**src/hw/rtl/mbtgl_pkg.sv**
```systemverilog
// Shared types and constants for the multibyte text glyph locator.
// Used by the front, queue, back and top-level modules; no dependencies.

package mbtgl_pkg;

  // Language mode codes
  localparam logic [1:0] MODE_SINGLE = 2'd0;
  localparam logic [1:0] MODE_SJIS   = 2'd1;
  localparam logic [1:0] MODE_EUC    = 2'd2;
  localparam logic [1:0] MODE_GB     = 2'd3;

  // Font store offsets
  localparam logic [19:0] WIDE_BASE = 20'd4096;
  localparam logic [19:0] GB_EXTRA  = 20'd141376;  // 32 * 94 * 47
  localparam logic [15:0] CELLS_PER_ROW = 16'd94;

  // Front-to-back queue
  localparam int QUEUE_DEPTH = 2;
  localparam int QPTR_W      = $clog2(QUEUE_DEPTH);

  // One classified glyph request
  typedef struct packed {
    logic        wide;
    logic        font;
    logic [1:0]  mode;
    logic [7:0]  lead;
    logic [7:0]  trail;
    logic [15:0] draw_x;
  } glyph_req_t;

  // Queue status seen by the front and the back
  typedef struct packed {
    logic full;
    logic empty;
  } q_stat_t;

endpackage

```
**src/hw/rtl/mbtgl_front.sv**
```systemverilog
// Front end: takes text bytes, tracks cursor, lead byte and language mode,
// and pushes classified glyph requests. Depends on mbtgl_pkg.

module mbtgl_front (
  input  logic                    clk,
  input  logic                    rst,
  input  logic                    cfg_valid,
  output logic                    cfg_ready,
  input  logic [1:0]              cfg_data,
  input  logic                    item_valid,
  output logic                    item_ready,
  input  logic [7:0]              code_byte,
  input  logic                    new_string,
  input  logic [11:0]             start_x,
  input  mbtgl_pkg::q_stat_t      q_stat,
  output logic                    q_push,
  output mbtgl_pkg::glyph_req_t   q_data
);

  logic [1:0]  mode;
  logic [7:0]  pending_lead;
  logic [15:0] cursor_x;

  logic        accept;
  logic [15:0] cursor_eff;
  logic        is_lead;
  logic        nonzero;
  logic        takes_lead;
  logic        pair;

  assign cfg_ready  = 1'b1;
  assign item_ready = !q_stat.full;
  assign accept     = item_valid && item_ready;

  // Cursor as seen by this byte
  assign cursor_eff = new_string ? {4'd0, start_x} : cursor_x;
  assign nonzero    = (code_byte != 8'd0);

  // Lead byte ranges per mode
  always_comb begin
    case (mode)
      mbtgl_pkg::MODE_SJIS: is_lead = code_byte inside {[8'h81:8'h9f], [8'he0:8'hfc]};
      mbtgl_pkg::MODE_EUC:  is_lead = code_byte inside {[8'h81:8'hfe]};
      mbtgl_pkg::MODE_GB:   is_lead = code_byte inside {[8'ha1:8'hfe]};
      default:              is_lead = 1'b0;
    endcase
  end

  assign pair       = (mode != mbtgl_pkg::MODE_SINGLE) && (pending_lead != 8'd0);
  assign takes_lead = (mode != mbtgl_pkg::MODE_SINGLE) && (pending_lead == 8'd0) && is_lead;

  // Request toward the back end
  assign q_push        = accept && nonzero && !takes_lead;
  assign q_data.wide   = pair;
  assign q_data.font   = pair || (mode == mbtgl_pkg::MODE_SJIS) || (mode == mbtgl_pkg::MODE_EUC);
  assign q_data.mode   = mode;
  assign q_data.lead   = pending_lead;
  assign q_data.trail  = code_byte;
  assign q_data.draw_x = pair ? (cursor_eff - 16'd8) : cursor_eff;

  // Mode register
  always_ff @(posedge clk) begin
    if (rst) begin
      mode <= mbtgl_pkg::MODE_SINGLE;
    end else if (cfg_valid && cfg_ready) begin
      mode <= cfg_data;
    end
  end

  // Cursor and lead byte state
  always_ff @(posedge clk) begin
    if (rst) begin
      cursor_x     <= 16'd0;
      pending_lead <= 8'd0;
    end else if (accept) begin
      cursor_x <= nonzero ? (cursor_eff + 16'd8) : cursor_eff;
      if (nonzero && takes_lead) begin
        pending_lead <= code_byte;
      end else if (nonzero && pair) begin
        pending_lead <= 8'd0;
      end
    end
  end

endmodule

```
**src/hw/rtl/mbtgl_queue.sv**
```systemverilog
// Short request queue between the front and back ends.
// Depends on mbtgl_pkg for the entry type and depth.

module mbtgl_queue (
  input  logic                    clk,
  input  logic                    rst,
  input  logic                    push,
  input  mbtgl_pkg::glyph_req_t   push_data,
  input  logic                    pop,
  output mbtgl_pkg::glyph_req_t   head,
  output mbtgl_pkg::q_stat_t      stat
);

  localparam logic [mbtgl_pkg::QPTR_W:0] FULL_COUNT =
    (mbtgl_pkg::QPTR_W + 1)'(mbtgl_pkg::QUEUE_DEPTH);

  mbtgl_pkg::glyph_req_t entries [mbtgl_pkg::QUEUE_DEPTH];
  logic [mbtgl_pkg::QPTR_W-1:0] wr_ptr;
  logic [mbtgl_pkg::QPTR_W-1:0] rd_ptr;
  logic [mbtgl_pkg::QPTR_W:0]   count;

  assign head       = entries[rd_ptr];
  assign stat.full  = (count == FULL_COUNT);
  assign stat.empty = (count == '0);

  // Entry storage
  always_ff @(posedge clk) begin
    if (push) begin
      entries[wr_ptr] <= push_data;
    end
  end

  // Pointers and fill count
  always_ff @(posedge clk) begin
    if (rst) begin
      wr_ptr <= '0;
      rd_ptr <= '0;
      count  <= '0;
    end else begin
      if (push) begin
        wr_ptr <= wr_ptr + 1'b1;
      end
      if (pop) begin
        rd_ptr <= rd_ptr + 1'b1;
      end
      case ({push, pop})
        2'b10:   count <= count + 1'b1;
        2'b01:   count <= count - 1'b1;
        default: count <= count;
      endcase
    end
  end

endmodule

```
**src/hw/rtl/mbtgl_back.sv**
```systemverilog
// Back end: turns a glyph request into a font offset and holds the
// result in an output register. Depends on mbtgl_pkg.

module mbtgl_back (
  input  logic                    clk,
  input  logic                    rst,
  input  mbtgl_pkg::glyph_req_t   req,
  input  mbtgl_pkg::q_stat_t      q_stat,
  output logic                    q_pop,
  output logic                    result_valid,
  input  logic                    result_ready,
  output logic signed [19:0]      glyph_offset,
  output logic                    font_select,
  output logic signed [15:0]      draw_x,
  output logic                    wide_glyph,
  output logic                    row_interleaved
);

  logic signed [9:0]  k;
  logic signed [9:0]  t;
  logic [9:0]         lead_w;
  logic [9:0]         trail_w;
  logic signed [15:0] k_w;
  logic signed [15:0] t_w;
  logic signed [15:0] idx;
  logic [19:0]        wide_off;
  logic [19:0]        offset;
  logic               is_gb;

  assign lead_w  = {2'd0, req.lead};
  assign trail_w = {2'd0, req.trail};
  assign is_gb   = (req.mode == mbtgl_pkg::MODE_GB);

  // Row (k) and cell (t) from the lead and trail pair
  always_comb begin
    if (req.mode == mbtgl_pkg::MODE_SJIS) begin
      if (req.lead inside {[8'h81:8'h9f]}) begin
        k = (lead_w - 10'd129) << 1;
      end else begin
        k = ((lead_w - 10'd224) << 1) + 10'd62;
      end
      if (req.trail inside {[8'h40:8'h7e]}) begin
        t = trail_w - 10'd64;
      end else if (req.trail inside {[8'h80:8'h9e]}) begin
        t = trail_w - 10'd65;
      end else begin
        t = trail_w - 10'd159;
        k = k + 10'd1;
      end
    end else begin
      k = lead_w - 10'd161;
      t = trail_w - 10'd161;
    end
  end

  // Glyph index times 32 plus the store base (and the GB extra in GB mode), wrapped to 20 bits
  assign k_w      = {{6{k[9]}}, k};
  assign t_w      = {{6{t[9]}}, t};
  assign idx      = k_w * $signed(mbtgl_pkg::CELLS_PER_ROW) + t_w;
  assign wide_off = {idx[14:0], 5'd0} + mbtgl_pkg::WIDE_BASE
                    + (is_gb ? mbtgl_pkg::GB_EXTRA : 20'd0);
  assign offset   = req.wide ? wide_off : {8'd0, req.trail, 4'd0};

  // Take the next request when the output register is free or draining
  assign q_pop = !q_stat.empty && (!result_valid || result_ready);

  // Output valid
  always_ff @(posedge clk) begin
    if (rst) begin
      result_valid <= 1'b0;
    end else if (q_pop) begin
      result_valid <= 1'b1;
    end else if (result_ready) begin
      result_valid <= 1'b0;
    end
  end

  // Output payload
  always_ff @(posedge clk) begin
    if (q_pop) begin
      glyph_offset    <= offset;
      font_select     <= req.font;
      draw_x          <= req.draw_x;
      wide_glyph      <= req.wide;
      row_interleaved <= req.wide && is_gb;
    end
  end

endmodule

```
**src/hw/rtl/multibyte_text_glyph_locator.sv**
```systemverilog
// Multibyte text glyph locator: one text byte in, at most one glyph
// request out, for half-width and full-width national fonts.
// Uses mbtgl_pkg, mbtgl_front, mbtgl_queue and mbtgl_back.
//
// Channels: item (code_byte, new_string, start_x) and result
// (glyph_offset, font_select, draw_x, wide_glyph, row_interleaved) use
// valid/ready; a transfer happens when both are high. cfg writes the
// 2-bit language mode and is always ready; write it only while idle.
// Throughput: one byte per cycle while the queue is not full. The front end updates cursor and lead
// byte in the accept cycle; the back end computes the offset (one constant
// multiply by 94 and adds) into the output register.
// Path: a byte's request is written into the queue, then popped into the output
// register, where the result is valid and can transfer out.
// Lead bytes and the 0x00 terminator produce no result.
// Stall: a two-entry queue plus the output register absorb results while
// result_ready is low; item_ready drops when the queue is full.
// Reset (rst, synchronous): mode 0, cursor 0, no lead pending, queue and
// output register empty.

module multibyte_text_glyph_locator (
  input  logic               clk,
  input  logic               rst,
  input  logic               cfg_valid,
  output logic               cfg_ready,
  input  logic [1:0]         cfg_data,
  input  logic               item_valid,
  output logic               item_ready,
  input  logic [7:0]         code_byte,
  input  logic               new_string,
  input  logic [11:0]        start_x,
  output logic               result_valid,
  input  logic               result_ready,
  output logic signed [19:0] glyph_offset,
  output logic               font_select,
  output logic signed [15:0] draw_x,
  output logic               wide_glyph,
  output logic               row_interleaved
);

  mbtgl_pkg::glyph_req_t push_data;
  mbtgl_pkg::glyph_req_t head;
  mbtgl_pkg::q_stat_t    q_stat;
  logic                  q_push;
  logic                  q_pop;

  mbtgl_front u_front (
    .clk        (clk),
    .rst        (rst),
    .cfg_valid  (cfg_valid),
    .cfg_ready  (cfg_ready),
    .cfg_data   (cfg_data),
    .item_valid (item_valid),
    .item_ready (item_ready),
    .code_byte  (code_byte),
    .new_string (new_string),
    .start_x    (start_x),
    .q_stat     (q_stat),
    .q_push     (q_push),
    .q_data     (push_data)
  );

  mbtgl_queue u_queue (
    .clk       (clk),
    .rst       (rst),
    .push      (q_push),
    .push_data (push_data),
    .pop       (q_pop),
    .head      (head),
    .stat      (q_stat)
  );

  mbtgl_back u_back (
    .clk             (clk),
    .rst             (rst),
    .req             (head),
    .q_stat          (q_stat),
    .q_pop           (q_pop),
    .result_valid    (result_valid),
    .result_ready    (result_ready),
    .glyph_offset    (glyph_offset),
    .font_select     (font_select),
    .draw_x          (draw_x),
    .wide_glyph      (wide_glyph),
    .row_interleaved (row_interleaved)
  );

`ifndef SYNTHESIS
  // Terminator byte never queues a request
  a_term_no_push: assert property (@(posedge clk) disable iff (rst)
    (item_valid && item_ready && code_byte == 8'd0) |-> !q_push)
    else $error("terminator byte produced a glyph request");

  // Empty queue always admits a byte
  a_empty_ready: assert property (@(posedge clk) disable iff (rst)
    q_stat.empty |-> item_ready)
    else $error("item_ready low with empty queue");

  // Wide glyphs come from the national store
  a_wide_font: assert property (@(posedge clk) disable iff (rst)
    (result_valid && wide_glyph) |-> font_select)
    else $error("wide glyph from half-width font");

  // Interleaving only applies to wide glyphs
  a_inter_wide: assert property (@(posedge clk) disable iff (rst)
    (result_valid && row_interleaved) |-> wide_glyph)
    else $error("row_interleaved set on half-width glyph");
`endif

endmodule
```
**config.mk**
```make
export PLATFORM = sky130hd
export DESIGN_NAME = multibyte_text_glyph_locator
export DESIGN_NICKNAME = d
export VERILOG_FILES = /design/src/hw/rtl/mbtgl_pkg.sv /design/src/hw/rtl/mbtgl_front.sv /design/src/hw/rtl/mbtgl_queue.sv /design/src/hw/rtl/mbtgl_back.sv /design/src/hw/rtl/multibyte_text_glyph_locator.sv
export SDC_FILE = /design/constraint.sdc
export NUM_CORES = 1
export LEC_CHECK = 0
export BUFFER_PORTS_ARGS = -buffer_cell sky130_fd_sc_hd__buf_2
export CAP_MARGIN = 0
export CORE_ASPECT_RATIO = 1.5
export CORE_MARGIN = 2
export CORE_UTILIZATION = 30
export CTS_BUF_LIST = sky130_fd_sc_hd__clkbuf_4 sky130_fd_sc_hd__clkbuf_8
export DETAILED_ROUTE_END_ITERATION = 7
export PLACE_DENSITY = 0.57
export SETUP_SLACK_MARGIN = 0.5
export SLEW_MARGIN = 5
export SYNTH_ARGS = -nofsm -noshare
export SYNTH_HDL_FRONTEND = slang
export SYNTH_SLANG_ARGS = --single-unit
export TNS_END_PERCENT = 50
```
**constraint.sdc**
```tcl
create_clock -name clk -period 14.2 [get_ports clk]
set_clock_uncertainty 0.05 [all_clocks]
set_input_delay 2.84 -clock clk [delete_from_list [all_inputs] [get_ports clk]]
set_output_delay 2.84 -clock clk [all_outputs]
set_load 0.02 [all_outputs]
```
Word level (Yosys, flattened, before mapping)
Memory sizes are Yosys's and may differ from the RTL's. A register that Yosys moved wholly into a read port is not among the register bits. Cells that the tools add are included. Widths: inputs -> output; s select.

Register bits: 70. RAM bits: 72. Word-level logic and storage cells: 110. Memories kept: 1.

Add/subtract/negate cells: 18. $mul: 1. Order comparisons: 12. Equality and inequality tests: 8. Multiplexer cells: 23. Reductions and logical operators: 34.

Memory list: u_queue.entries (words 2, bits a word 36, read ports 1, clocked after memory_dff 1, write ports 1, RTL line mbtgl_queue.sv:17) `mbtgl_pkg::glyph_req_t entries [mbtgl_pkg::QUEUE_DEPTH];`.

Operators by type and width (count): $mux 10 (8); $mux 16 (3); $sub 8x8->9 const B (5); $ge 8x8->1 const B (5); $le 8x8->1 const B (5); $add 20x13->20 const B (1); $add 20x18->20 (1); $mux 18 (1); $sub 8x7->9 const B (2); $logic_and 1x1->1 (17); $add 16x4->16 const B (1); $mux 8 (2); $reduce_bool 8->1 (2); $sub 16x4->16 const B (1); $add 15x10->15 (1); $mul 10x7->14 const B (1); $mux 12 (1); $add 10x1->10 const B (1); $add 10x6->10 const B (1); $eq 2x2->1 const B (5); $reduce_bool 2->1 (5); $ge 8x7->1 const B (1); $le 8x7->1 const B (1); $logic_not 8->1 (1); 11 further kinds (24).

Longest topological paths before layout
Word-level depth: 13. Mapped depth: 38. Depth with buffers taken out: 35.

Cells and area by module
From an unflattened synthesis, not the netlist that was laid out.

Cells, all modules: 946. Area total of the unflattened synthesis: 9731.8 um^2.

Modules (own cells, without submodules): mbtgl_back (times used 1, cells an instance 542, area each 4812.1 um^2, sequential area each 1071.0 um^2); mbtgl_queue (times used 1, cells an instance 134, area each 2792.7 um^2, sequential area each 2262.2 um^2); mbtgl_front (times used 1, cells an instance 270, area each 2127.0 um^2, sequential area each 520.5 um^2).

Worst setup path before layout
OpenSTA, ideal clock, no wires.

Path type: register -> register. Start: reg with a tool-made name. End: reg u_back.glyph_offset[19] (data pin). Arrival: 7607 ps. Data required time: 13892 ps. Setup slack: 6285 ps. Stages on the path, launching flop included: 35. Path buffers: 5. Clock period less this slack: 7915 ps. Cells stage by stage: dfxtp_1 buf_6 buf_6 buf_2 clkbuf_1 buf_1 mux2i_1 ha_1 o21a_1 o21ai_0 and2_1 o21ai_0 inv_1 fa_1 inv_1 ha_1 fa_1 inv_1 fa_1 inv_1 ha_1 o41ai_1 o21bai_1 xor2_1 ha_1 nand3_1 nor3_1 o31ai_1 nand2b_1 xor2_1 ha_1 a41oi_1 nor3_1 o21ai_0 nand2_1.

RTL lines: end signal, assigned (RTL line mbtgl_back.sv:81) `glyph_offset <= offset;`; end, declared (RTL line mbtgl_back.sv:12) `output logic signed [19:0] glyph_offset,`.

==> results.ini <==
[sta]
finalSetupViolations = 0
period_share_pct = 57.1
worst_pin_slew_ns = 1.12
relSlewSlack_pct = 25.3
hold_viol = 0
fin_tns_setup_ns = 0
drv_slew = 0
rsz0062_at_grt = false
clock.fmax_mhz = 123
timing.final.crit_period_ns = 8.10

[clocking]
cts_resized = 0
hold_buffers = 0
postCtsSetupBuffers = 0
htreeDepth = 4
cts_root_buf = clkbuf_8
cts_buffers = 17
clock_latency_ns = 0.44
cts_tree = done
cts_buffer_depth = 2
clkSinkCount = 139
clk_pin_slew_ns = 0.09

[final_layout]
n_fill_cell = 3126
final_nets = 1064
stdcell_count = 1359
diodes = 0
utilization_pct = 34.2
drive_above_1_share_pct = 15.2
syn2layout_area_growth_pct = 12.9

[grt]
grt_max_degree = 41
grt_pass1_wl_um = 32300
grt_pass1_vias = 6665
track_usage_pct = 12.5
grt_overflow = 0
antenna_found_initial = 2

[outcome]
status = finished, final reports clean

[worst_setup_path]
worst-r2r-setup-slack_ns = 6.10
end_kind = register
cp.arrival_ns = 8.25
r2r_cells = 32
startpoint_type = register
cpPeakStageDelay_ns = 0.85
critPathMaxFanout = 24
rr_endpoint = u_back.glyph_offset[19]$_SDFFCE_PN0P_
cp_slowest_cell = mux2i_1
crit_required_ns = 14.35
worstSetupPathType = register to register

[routing]
antenna_left = 0
drc_errors = 0
first_iter_violations = 295
wl_per_cell_um = 14.3
first_pass_iters = 5
viasPerCell = 4.79
wl_um = 19400
via_count = 6508

[die]
die-area_um2 = 31800
die_h_um = 217
start_util_pct = 30.3
ios = 70
core_um2 = 30100
rows = 78
die_w_um = 146

[logic_synthesis]
synthArstFlopShare_pct = 0
syn-cell-area_um2 = 9110
synth_top_area_cell = edfxtp_1
synthCells = 885
synth_flop_cell = edfxtp_1
ys_seq_area_share_pct = 42.3
yosys_register_bits = 139
synth.distinct_cells = 72
synth.top_cell.area_share_pct = 35.3
synth_edf_count = 107
avgSynthCellArea_um2 = 10.3
synthTopCellsByArea = edfxtp_1 (35%), ha_1 (8.6%), dfxtp_1 (7.0%)
yosys.cell_count.top_type = edfxtp_1
yosys-top-cells-count = edfxtp_1 (107), nor2_1 (82), nand2_1 (73), inv_1 (67), ha_1 (63)
yosys_warnings = 0

[placement]
dp_cells = 1327
place.gp.congestion = 0.848
dpl.hpwl_um = 14600
io_buffers = 64

[worst_hold_path]
hp-start = u_front.cursor_x[1]$_SDFFE_PP0P_
holdPathStages = 2
hold_end = u_front.cursor_x[1]$_SDFFE_PP0P_
hp-class = register to register

[flow_run]
maxCapViolations = 0

## cells in the final DEF, fill, tap and decap left out, types with 10 or more instances in the layout
cell,count
edfxtp_1,107
nor2_1,80
nand2_1,73
inv_1,67
buf_2,64
ha_1,63
a21oi_1,47
xnor2_1,46
o21ai_0,45
dfxtp_1,31
fa_1,27
mux2i_1,25
mux2_2,24
nor3_1,19
xor2_1,19
clkbuf_8,18
nand3_1,16
nand2b_1,11
o211ai_1,10
## registers in the layout, indices dropped and copies added, names as in the netlist, 2 cells and up, named ones only
register,cells
u_back.draw_x,16
u_back.glyph_offset,16
u_front.cursor_x,16
u_front.mode,2
u_front.pending_lead,8
u_queue.count,2
u_queue.entries,72
## stage by stage
step	setup slack (ns)	cell area, um2	hold slack, ns
final	6.10	10300	0.412
after global routing	5.45	10300	0.422
after CTS	6.09	10300	0.411
after detailed placement	6.10	9850	0.397
after global placement	6.18	9850	0.390
after floorplan	6.28	9130	0.381
## worst max path at each step
| stage | start | slack [ns] | depth (start not counted) | to |
|---|---|---|---|---|
| after global placement | register | 6.18 | 32 | u_back.glyph_offset[19]$_SDFFCE_PN0P_ |
| after floorplan | register | 6.28 | 34 | u_back.glyph_offset[19]$_SDFFCE_PN0P_ |
| final | register | 6.10 | 32 | u_back.glyph_offset[19]$_SDFFCE_PN0P_ |
| after global routing | register | 5.45 | 32 | u_back.glyph_offset[19]$_SDFFCE_PN0P_ |
| after detailed placement | register | 6.10 | 32 | u_back.glyph_offset[19]$_SDFFCE_PN0P_ |
| after CTS | register | 6.09 | 32 | u_back.glyph_offset[19]$_SDFFCE_PN0P_ |
## per-layer routing
metal	track usage, %	part of all wire (%)
met3	2.59	4.0
met5	0	0.14
met2	24.5	55
met4	3.24	1.3
met1	13.6	40
## critical path: cells and delay by family (launching register included)
family          cells  cell delay (ns)
mux                 1             0.85
compound gates      9             2.58
flops               1             0.68
xor+xnor            1             0.15
fa+ha+maj           7             2.21
buf+inv             5             0.54
simple gates        9             0.82
## kinds of logic after synthesis
family          count (synthesis)  synth area share, %
buf+inv                       101                 4.54
fa+ha+maj                      90                 14.6
simple gates                  254                 13.3
flops                         139                 42.3
xor+xnor                       66                 6.49
mux                            52                 6.33
compound gates                181                 12.4
other cells                     2               0.0824
## area by class of cell
cell class / instances / area [um2] / share of cell area [%]
Sequential cell: 139 / 3850 / 37.5
Clock inverter: 13 / 178 / 1.73
Inverter: 72 / 270 / 2.63
Clock buffer: 19 / 255 / 2.48
Tap cell: 400 / 500 / 4.87
Timing Repair Buffer: 68 / 350 / 3.41
Multi-Input combinational cell: 648 / 4880 / 47.4
Power is left out: the tool's default activity adds up to more than one toggle a clock period on the data nets, which glitch-free logic cannot reach.
